[config.mk]
export PLATFORM = sky130hd
export DESIGN_NAME = quoted_argument_tokenizer_top_flat
export DESIGN_NICKNAME = d
export VERILOG_FILES = /design/src/sv/qat_pkg.sv /design/src/sv/qat_req_if.sv /design/src/sv/qat_rsp_if.sv /design/src/sv/qat_step.sv /design/src/sv/quoted_argument_tokenizer_top.sv /design/src/flat_wrapper.sv
export SDC_FILE = /design/constraint.sdc
export NUM_CORES = 1
export LEC_CHECK = 0
export BUFFER_PORTS_ARGS = -buffer_cell sky130_fd_sc_hd__buf_2
export CAP_MARGIN = 20
export CORE_UTILIZATION = 55
export CTS_BUF_LIST = sky130_fd_sc_hd__clkbuf_2
export CTS_CLUSTER_SIZE = 14
export DETAILED_ROUTE_END_ITERATION = 10
export GPL_TIMING_DRIVEN = 0
export PLACE_DENSITY_LB_ADDON = 0.08
export SLEW_MARGIN = 20
export SYNTH_ARGS = -nofsm -noshare
export SYNTH_HDL_FRONTEND = slang
export SYNTH_HIERARCHICAL = 1
export SYNTH_SLANG_ARGS = --single-unit
[constraint.sdc]
create_clock -name clock -period 2.5 [get_ports clock]
set_clock_uncertainty 0.2 [all_clocks]
set_input_delay 0.75 -clock clock [delete_from_list [all_inputs] [get_ports clock]]
set_output_delay 0.75 -clock clock [all_outputs]
set_load 0.1 [all_outputs]
[src/sv/qat_pkg.sv]
// Shared types and constants for the quoted argument tokenizer.
// Depends on nothing; every other file takes names from here by scope.
`default_nettype none

package qat_pkg;

   localparam logic [7:0] QUOTE_CH  = 8'h22;
   localparam logic [7:0] BSLASH_CH = 8'h5C;
   localparam logic [7:0] SPACE_CH  = 8'h20;
   localparam logic [7:0] TAB_CH    = 8'h09;
   localparam logic [7:0] CR_CH     = 8'h0D;

   typedef enum logic {
      ACTION_CHAR = 1'b0,
      ACTION_EOL  = 1'b1
   } action_type;

   typedef enum logic [1:0] {
      STATUS_OK        = 2'd0,
      STATUS_QUOTE_END = 2'd1,
      STATUS_NO_SPACE  = 2'd2,
      STATUS_UNCLOSED  = 2'd3
   } status_type;

   typedef struct packed {
      logic       in_word;
      logic       in_quotes;
      logic       escape_pending;
      logic       after_closing_quote;
      logic       bare_word_quote_end;
      status_type error_code;
   } flags_type;

   typedef struct packed {
      action_type action;
      logic [7:0] ch;
   } req_type;

   typedef struct packed {
      logic       emit_valid;
      logic [7:0] emit_char;
      logic       token_done;
      logic       line_done;
      status_type status;
   } rsp_type;

endpackage

`default_nettype wire

[src/sv/qat_req_if.sv]
// Input channel of the tokenizer: valid/ready handshake with a request payload.
// Depends on qat_pkg.
`default_nettype none

interface qat_req_if;
   logic              valid;
   logic              ready;
   qat_pkg::req_type  payload;

   modport source (output valid, output payload, input ready);
   modport sink   (input valid, input payload, output ready);
endinterface

`default_nettype wire

[src/sv/qat_rsp_if.sv]
// Result channel of the tokenizer: valid/ready handshake with a result payload.
// Depends on qat_pkg.
`default_nettype none

interface qat_rsp_if;
   logic              valid;
   logic              ready;
   qat_pkg::rsp_type  payload;

   modport source (output valid, output payload, input ready);
   modport sink   (input valid, input payload, output ready);
endinterface

`default_nettype wire

[src/sv/qat_step.sv]
// Per-character tokenizer step: next flags and the result for one transaction.
// Purely combinational; depends on qat_pkg.
`default_nettype none

module qat_step (
   input  qat_pkg::flags_type flags_cur,
   input  qat_pkg::req_type   item,
   output qat_pkg::flags_type flags_next,
   output qat_pkg::rsp_type   result
);

   logic white;
   logic is_quote;
   logic is_bslash;

   assign white     = (item.ch == qat_pkg::SPACE_CH) ||
                      ((item.ch >= qat_pkg::TAB_CH) && (item.ch <= qat_pkg::CR_CH));
   assign is_quote  = (item.ch == qat_pkg::QUOTE_CH);
   assign is_bslash = (item.ch == qat_pkg::BSLASH_CH);

   always_comb begin
      flags_next        = flags_cur;
      result.emit_valid = 1'b0;
      result.emit_char  = 8'h00;
      result.token_done = 1'b0;
      result.line_done  = 1'b0;
      result.status     = qat_pkg::STATUS_OK;

      case (item.action)
         qat_pkg::ACTION_EOL: begin
            result.line_done = 1'b1;
            if (flags_cur.error_code != qat_pkg::STATUS_OK) begin
               result.status = flags_cur.error_code;
            end else if (flags_cur.in_quotes) begin
               result.status = qat_pkg::STATUS_UNCLOSED;
            end else if (flags_cur.bare_word_quote_end) begin
               result.status = qat_pkg::STATUS_QUOTE_END;
            end else begin
               result.token_done = flags_cur.in_word;
            end
            flags_next = '0;
         end
         qat_pkg::ACTION_CHAR: begin
            if (flags_cur.error_code != qat_pkg::STATUS_OK) begin
               // drop until end of line
            end else if (flags_cur.in_word && flags_cur.in_quotes) begin
               if (flags_cur.escape_pending) begin
                  flags_next.escape_pending = 1'b0;
                  if (is_quote || is_bslash) begin
                     result.emit_valid = 1'b1;
                     result.emit_char  = item.ch;
                  end
               end else if (is_quote) begin
                  flags_next.in_quotes           = 1'b0;
                  flags_next.in_word             = 1'b0;
                  flags_next.after_closing_quote = 1'b1;
                  result.token_done              = 1'b1;
               end else if (is_bslash) begin
                  flags_next.escape_pending = 1'b1;
               end else begin
                  result.emit_valid = 1'b1;
                  result.emit_char  = item.ch;
               end
            end else if (flags_cur.in_word && is_quote) begin
               result.emit_valid              = 1'b1;
               result.emit_char               = item.ch;
               flags_next.bare_word_quote_end = 1'b1;
            end else if (flags_cur.in_word && !white) begin
               result.emit_valid              = 1'b1;
               result.emit_char               = item.ch;
               flags_next.bare_word_quote_end = 1'b0;
            end else if (flags_cur.bare_word_quote_end) begin
               flags_next.error_code = qat_pkg::STATUS_QUOTE_END;
            end else if (flags_cur.in_word) begin
               flags_next.in_word = 1'b0;
               result.token_done  = 1'b1;
            end else if (flags_cur.after_closing_quote && !white) begin
               flags_next.error_code = qat_pkg::STATUS_NO_SPACE;
            end else if (is_quote) begin
               flags_next.in_word             = 1'b1;
               flags_next.in_quotes           = 1'b1;
               flags_next.after_closing_quote = 1'b0;
            end else if (!white) begin
               flags_next.in_word             = 1'b1;
               flags_next.in_quotes           = 1'b0;
               flags_next.after_closing_quote = 1'b0;
               result.emit_valid              = 1'b1;
               result.emit_char               = item.ch;
            end else begin
               flags_next.after_closing_quote = 1'b0;
            end
            result.status = flags_next.error_code;
         end
         default: begin
            flags_next = flags_cur;
         end
      endcase
   end

endmodule

`default_nettype wire

[src/sv/quoted_argument_tokenizer_top.sv]
// Quoted argument tokenizer top: input register, step logic, result register.
// An item waits in the input register until the result register is free.
// Throughput: one transaction per cycle unless the result channel stalls.
// Reset (synchronous, active high) clears all token flags and both valid bits.
// Depends on qat_pkg, qat_req_if, qat_rsp_if and qat_step.
`default_nettype none

module quoted_argument_tokenizer_top (
   input  logic clock,
   input  logic reset,
   qat_req_if.sink   req_chan,
   qat_rsp_if.source rsp_chan
);

   logic               in_valid_ff;
   logic               in_valid_in;
   qat_pkg::req_type   in_item_ff;
   qat_pkg::req_type   in_item_in;
   qat_pkg::flags_type flags_ff;
   qat_pkg::flags_type flags_in;
   logic               out_valid_ff;
   logic               out_valid_in;
   qat_pkg::rsp_type   out_rsp_ff;
   qat_pkg::rsp_type   out_rsp_in;

   qat_pkg::flags_type step_flags;
   qat_pkg::rsp_type   step_rsp;

   logic out_free;
   logic advance;
   logic accept;

   qat_step u_step (
      .flags_cur  (flags_ff),
      .item       (in_item_ff),
      .flags_next (step_flags),
      .result     (step_rsp)
   );

   assign out_free       = !out_valid_ff || rsp_chan.ready;
   assign advance        = in_valid_ff && out_free;
   assign req_chan.ready = !in_valid_ff || advance;
   assign accept         = req_chan.valid && req_chan.ready;

   assign rsp_chan.valid   = out_valid_ff;
   assign rsp_chan.payload = out_rsp_ff;

   always_comb begin
      in_valid_in  = accept ? 1'b1 : (advance ? 1'b0 : in_valid_ff);
      in_item_in   = accept ? req_chan.payload : in_item_ff;
      flags_in     = advance ? step_flags : flags_ff;
      out_valid_in = advance ? 1'b1 : (rsp_chan.ready ? 1'b0 : out_valid_ff);
      out_rsp_in   = advance ? step_rsp : out_rsp_ff;
   end

   always_ff @(posedge clock) begin
      if (reset) begin
         in_valid_ff  <= 1'b0;
         flags_ff     <= '0;
         out_valid_ff <= 1'b0;
      end else begin
         in_valid_ff  <= in_valid_in;
         flags_ff     <= flags_in;
         out_valid_ff <= out_valid_in;
      end
   end

   always_ff @(posedge clock) begin
      in_item_ff <= in_item_in;
      out_rsp_ff <= out_rsp_in;
   end

endmodule

`default_nettype wire
[src/flat_wrapper.sv]
// flat-port wrapper written by rule: the top's interface ports become plain ports
module quoted_argument_tokenizer_top_flat 
  (clock, reset, req_chan_valid, req_chan_payload, req_chan_ready, rsp_chan_valid, rsp_chan_payload, rsp_chan_ready);
  qat_req_if req_chan_i ();
  qat_rsp_if rsp_chan_i ();
  input  logic clock;
  input  logic reset;
  input wire logic [$bits(req_chan_i.valid)-1:0] req_chan_valid;
  input wire logic [$bits(req_chan_i.payload)-1:0] req_chan_payload;
  output wire logic [$bits(req_chan_i.ready)-1:0] req_chan_ready;
  output wire logic [$bits(rsp_chan_i.valid)-1:0] rsp_chan_valid;
  output wire logic [$bits(rsp_chan_i.payload)-1:0] rsp_chan_payload;
  input wire logic [$bits(rsp_chan_i.ready)-1:0] rsp_chan_ready;
  assign req_chan_i.valid = req_chan_valid;
  assign req_chan_i.payload = req_chan_payload;
  assign req_chan_ready = req_chan_i.ready;
  assign rsp_chan_valid = rsp_chan_i.valid;
  assign rsp_chan_payload = rsp_chan_i.payload;
  assign rsp_chan_i.ready = rsp_chan_ready;
  quoted_argument_tokenizer_top u_core (.clock(clock), .reset(reset), .req_chan(req_chan_i), .rsp_chan(rsp_chan_i));
endmodule
## Yosys cells after proc, flatten, opt, wreduce, memory -nomap -nowiden

Index checks and enable logic that the tools add are counted.

| storage, ports and cells | value |
|---|---|
| output and inout port bits | 15 |
| input port bits | 13 |
| flip-flop bits (word level) | 31 |
| logic and storage cells | 120 |

| cells by class | value |
|---|---|
| reduce and logical (&&, ||, !) cells | 23 |
| $lt $le $gt $ge | 2 |
| eq/ne operators | 15 |
| muxes and demuxes | 64 |
| bitwise operators | 1 |

Operators by type and width:

| operator | number |
|---|---|
| $mux W9 | 10 |
| $mux W2 | 16 |
| $mux W1 | 31 |
| $ne A3 B3 Y1 const B | 8 |
| $mux W10 | 2 |
| $eq A8 B6 Y1 const B | 2 |
| $pmux W7 S2 | 1 |
| $reduce_and A10 Y1 | 1 |
| $reduce_and A9 Y1 | 1 |
| $eq A8 B7 Y1 const B | 1 |
| $ge A8 B4 Y1 const B | 1 |
| $le A8 B4 Y1 const B | 1 |
| $logic_and A1 B1 Y1 | 7 |
| $mux W7 | 1 |
| $ne A7 B5 Y1 const B | 1 |
| $reduce_and A7 Y1 | 1 |
| $ne A2 B2 Y1 const B | 3 |
| $reduce_bool A2 Y1 | 3 |
| $logic_or A1 B1 Y1 | 4 |
| $pmux W2 S2 | 1 |
| $reduce_and A4 Y1 | 1 |
| $logic_not A1 Y1 | 3 |
| $mux W3 | 1 |
| $reduce_and A3 Y1 | 1 |
| other kinds (3) | 3 |

## Depth between registers and ports, before layout

| depth | value |
|---|---|
| depth in word-level cells | 13 |
| gate-level depth with buffers | 8 |
| gate-level depth less buffers | 7 |

## By module

Netlist, hierarchy kept.

By module, submodules not included:

| module | area an instance (um^2) | sequential area each (um^2) | cells each | times used |
|---|---|---|---|---|
| quoted_argument_tokenizer_top | 1061.0 | 840.8 | 62 | 1 |
| qat_step | 574.3 | 0.0 | 94 | 1 |

## Worst setup path after synthesis

OpenSTA, ideal clock, no wires.

| path | value |
|---|---|
| path kind | register -> output |
| start | reg u_core.out_valid_ff (netlist: u_core/rsp_chan.valid) |
| end | out req_chan_ready |
| path slack | -0.271 ns |
| data required time | 1.550 ns |
| cell stages (with the launch flop) | 3 |
| arrival time | 1.821 ns |
| buffers on the path | 0 |
| cell sequence | dfxtp_1 nor2b_4 nand2_1 |

| on the way | value |
|---|---|
| word-level cells in the longest chain between the ends | 4 |

Ends and longest elaborated chain:

| item | RTL line | RTL |
|---|---|---|
| from (decl) | quoted_argument_tokenizer_top.sv:21 | `logic out_valid_ff;` |
| from (signal assigned) | quoted_argument_tokenizer_top.sv:64 | `out_valid_ff <= out_valid_in;` |
| $logic_not A1 Y1 | quoted_argument_tokenizer_top.sv:40 | `assign out_free = !out_valid_ff \|\| rsp_chan.ready;` |
| $logic_or A1 B1 Y1 | quoted_argument_tokenizer_top.sv:40 |  |
| $logic_and A1 B1 Y1 | quoted_argument_tokenizer_top.sv:41 | `assign advance = in_valid_ff && out_free;` |
| $logic_or A1 B1 Y1 | quoted_argument_tokenizer_top.sv:42 | `assign req_chan.ready = !in_valid_ff \|\| advance;` |
| to (decl) | flat_wrapper.sv:10 | `output wire logic [$bits(req_chan_i.ready)-1:0] req_chan_ready;` |

No other way between the ends.

## Worst setup path in the final report

| path | value |
|---|---|
| start | reg u_core/in_item_ff[5] (netlist bit) |
| end | reg u_core.out_rsp_ff, in the netlist u_core/rsp_chan.payload[6], data pin |

| on the way | value |
|---|---|
| word-level cells in the longest chain between the ends | 11 |
| elaborated cells between the ends (all ways) | 24 |
| those cells by class | order compare: 2; eq/ne: 3; mux: 12; reduce/logical: 7 |

Ends and longest elaborated chain:

| item | RTL line | RTL |
|---|---|---|
| from (decl) | quoted_argument_tokenizer_top.sv:17 | `qat_pkg::req_type in_item_ff;` |
| from (signal assigned) | quoted_argument_tokenizer_top.sv:69 | `in_item_ff <= in_item_in;` |
| $ge A8 B4 Y1 or $le A8 B4 Y1 (tied branches) | qat_step.sv:17 | `((item.ch >= qat_pkg::TAB_CH) && (item.ch <= qat_pkg::CR_CH));` |
| $logic_and A1 B1 Y1 | qat_step.sv:17 |  |
| $logic_or A1 B1 Y1 | qat_step.sv:16 | `assign white = (item.ch == qat_pkg::SPACE_CH) \|\|` |
| $mux W9 or $logic_not A1 Y1 (tied branches) | -- |  |
| $mux W9 or $logic_and A1 B1 Y1 (tied branches) | qat_step.sv:79, qat_step.sv:77 |  |
| $mux W9 | qat_step.sv:77 | `end else if (flags_cur.after_closing_quote && !white) begin` |
| $mux W9 | qat_step.sv:74 | `end else if (flags_cur.in_word) begin` |
| $mux W10 | qat_step.sv:72 | `end else if (flags_cur.bare_word_quote_end) begin` |
| $mux W9 | qat_step.sv:68 | `end else if (flags_cur.in_word && !white) begin` |
| $mux W9 | qat_step.sv:64 | `end else if (flags_cur.in_word && is_quote) begin` |
| $mux W10 * | qat_step.sv:46 | `end else if (flags_cur.in_word && flags_cur.in_quotes) begin` |
| to (signal assigned) | quoted_argument_tokenizer_top.sv:70 | `out_rsp_ff <= out_rsp_in;` |
| to (decl) | quoted_argument_tokenizer_top.sv:23 | `qat_pkg::rsp_type out_rsp_ff;` |

Mark *: on every way between the ends. The rest lies on a longest branch, timed or not.
A chain may end at the register's enable or synchronous reset.

==> impl_metrics.csv <==
group,metric,value,unit
outcome,outcome,"finished clean",
synth,synth_area,1635,um2
final_layout,number_of_antenna_cells_inserted,0,
clock_tree,number_of_levels_in_the_clock_h_tree,2,
final_layout,layout.cell_area.non_filler,1889,um2
synth,ys_top_cells_by_count,"sky130_fd_sc_hd__edfxtp_1, sky130_fd_sc_hd__nand2b_1, sky130_fd_sc_hd__nand2_1",
floorplanning,fp-row-count,19,
sta,rsz0062_at_grt,"false",
synth,yosysTopAreaCellShare,0.4040,
synth,nets_in_the_synthesized_netlist,169,
power,share_seq_of_total_power,0.544,
placement,finalWeightedCongestion,0.8732,
placement,port-buffer-count,27,
sta,min_period_over_period,0.9627,
final_layout,multiInputGateArea,738.2,um2
sta,final-setup-viol-count,0,
setup_path,path_max_fanout,9,
detailed_routing,num_vias,1287,
clock_tree,post-cts-setup-buffers,0,
setup_path,crit_path_end_kind,"flip-flop",
detailed_routing,drt_pre_antenna_iters,4,
worst_hold_path,min_path_type,"flip-flop to flip-flop",
detailed_routing,vias_per_cell,5.797,
sta,worst_slew_margin_relative_to_its_limit,0.4998,
synth,post_synth.cell_area_avg,10.48,um2
final_layout,area_delta_synth_final,15.53,%
synth,yosys.cell_count.top_type,"sky130_fd_sc_hd__edfxtp_1",
floorplanning,fp.dieArea,3196,um2
final_layout,seqCellArea,842.1,um2
power,switching_share,0.2794,
sta,worstMarginPinSlew,750.3,ps
sta,period_minus_slack,2407,ps
grt,via_count_of_the_first_global_routing_pass,1132,
setup_path,worstPathArrival,2310,ps
clock_tree,ctsHoldBuffers,0,
grt,antenna_found_initial,0,
sta,drv_slew,0,
sta,setup_tns,0,ps
synth,total_number_of_yosys_warnings,6,
detailed_routing,detail_route.wl_per_cell,13.59,um
synth,synth_sequential_area_ratio,0.5142,
power,pwr_density_cell,574.5,nW/um2
setup_path,setup.worst_path.class,"flip-flop to flip-flop",
clock_tree,cts.sink_count,31,
detailed_routing,routed_wl,3.017,mm
power,clockPowerShare,0.298,
power,total_leakage_power,0.6758,nW
grt,wire_length_of_the_first_global_routing_pass,4.830,mm
sta,hold_viol_final,0,
synth,postSynth.asyncResetShare,0,
floorplanning,top_level_ports,28,
synth,synth_top_flop_cell,"sky130_fd_sc_hd__edfxtp_1",
clock_tree,clock-root-buffer,"sky130_fd_sc_hd__clkbuf_2",
synth,synth_largest_area_cell,"sky130_fd_sc_hd__edfxtp_1",
clock_tree,cts_made_buffers,5,
synth,synth.lib_cells_used.distinct,41,
sta,fmax,415.5,MHz
setup_path,timing.critical_path.from_type,"flip-flop",
synth,synth.area.top_cells,"sky130_fd_sc_hd__edfxtp_1, sky130_fd_sc_hd__dfxtp_1, sky130_fd_sc_hd__nand2b_1",
power,switching_power,303.3,uW
grt,globalRouteTotalUtil,0.2046,
floorplanning,die_width,56.53,um
synth,synth_enable_flop_cells,22,
final_layout,nets,203,
clock_tree,worst_skew_pair.late_latency,360,ps
clock_tree,clock_path_buffers,2,
floorplanning,floorplan.core_area,2781,um2
power,power.share.combinational,0.158,
power,p_int,782.1,uW
clock_tree,post_cts_resized,0,
grt,pin_count_of_the_biggest_net_entering_global_routing,21,
clock_tree,cts_tree,"done",
power,vdd_drop_max,0.5703,mV
final_layout,drive_gt1_frac,0.2565,
setup_path,required_arrival_time_at_the_worst_endpoint,2400,ps
synth,syn_inst,156,
floorplanning,die_h,56.53,um
flow_run,max_cap_viol_count,0,
detailed_routing,drc,0,
detailed_routing,route.antenna.remaining_nets,0,
placement,placement.cell_area,1810,um2
grt,globalRoute.totalOverflow,0,
placement,post-dp-hpwl,2.166,mm
floorplanning,start_util,0.5879,
final_layout,layout.filler_cells,227,
synth,flip_flop_and_latch_count_after_synthesis,31,
detailed_routing,initialDrtViolationCount,30,
clock_tree,clk_pin_slew_worst_paths,140,ps
==> through the flow <==
stage	std cells	power, mW	utilization	hold WS, ps	worst slack (ps)
after CTS	222	1.096	0.6739	289.8	55.75
final	222	1.085	0.6793	283.1	93.35
after global routing	222	1.135	0.6793	302.5	0.4781
after global placement	214	0.7679	0.6509	260.2	151.3
after floorplan	156	0.7377	-	247.6	73.35
after detailed placement	214	0.7713	0.6509	269.6	84.51
==> path summary, 6_finish.rpt <==
path	cells past startpoint	from	to	slack (ps)
max reg2reg	6	u_core/in_item_ff[5]	u_core/rsp_chan.payload[6]	90
min reg2reg	2	u_core/flags_ff[6]	u_core/flags_ff[6]	280
min	2	u_core/flags_ff[6]	u_core/flags_ff[6]	280
max	6	u_core/in_item_ff[5]	u_core/rsp_chan.payload[6]	90
==> cell families after synthesis <==
kind of cell / after synthesis / synth area share
buffers and inverters: 15 / 0.04361
and+or+nand+nor: 72 / 0.2594
muxes: 8 / 0.04897
AOI/OAI and AO/OA: 30 / 0.1339
DFF: 31 / 0.5142
==> cell type report <==
class,instances,area share
repair buffers,27,0.07152
flip-flops and latches,31,0.4457
multi-input cells,110,0.3907
inverters,6,0.01192
clock buffers,5,0.01325
plain buffers,9,0.02583
clock inverters,3,0.02053
well taps,31,0.02053
==> placed cells by master (no fill, tap or decap), types with 4 or more instances in the layout <==
master	n
sky130_fd_sc_hd__buf_2	27
sky130_fd_sc_hd__nand2b_1	15
sky130_fd_sc_hd__clkbuf_2	5
sky130_fd_sc_hd__nand2_1	14
sky130_fd_sc_hd__a21oi_1	12
sky130_fd_sc_hd__inv_1	6
sky130_fd_sc_hd__clkbuf_1	6
sky130_fd_sc_hd__mux2i_1	8
sky130_fd_sc_hd__nor3_1	8
sky130_fd_sc_hd__nor2_1	11
sky130_fd_sc_hd__edfxtp_1	22
sky130_fd_sc_hd__dfxtp_1	8
sky130_fd_sc_hd__o21ai_0	4
==> state kept, by name (all words and copies together) (netlist names) <==
signal                   cells
u_core/rsp_chan.payload     13
u_core/in_item_ff            9
u_core/flags_ff              7
u_core/in_valid_ff           1
u_core/rsp_chan.valid        1
==> critical path, stage by stage (launching register included) <==
cell                       delay, ps
sky130_fd_sc_hd__edfxtp_1        440
sky130_fd_sc_hd__or3b_1          440
sky130_fd_sc_hd__or4b_4          520
sky130_fd_sc_hd__o31ai_4         130
sky130_fd_sc_hd__o211a_1         200
sky130_fd_sc_hd__buf_4           150
sky130_fd_sc_hd__nor3_1           70
==> metal layers <==
metal,share of wire,track usage,routed length (um),up-vias
li1,-,-,-,637
met2,0.49,0.3294,1466,53
met5,0,0,0,-
met4,0.021,0.09059,64,0
met3,0.064,0.08065,192,7
met1,0.43,0.2409,1294,590
==> power groups by stage <==
stage	registers (mW)	clock network [mW]	logic [mW]
3_5_place_dp	0.601	0	0.170
4_1_cts	0.589	0.336	0.171
6_report	0.590	0.324	0.172
2_1_floorplan	0.681	0	0.0572
3_3_place_gp	0.600	0	0.168
5_1_grt	0.593	0.362	0.180
No activity file was read; power rests on OpenSTA's default activity.
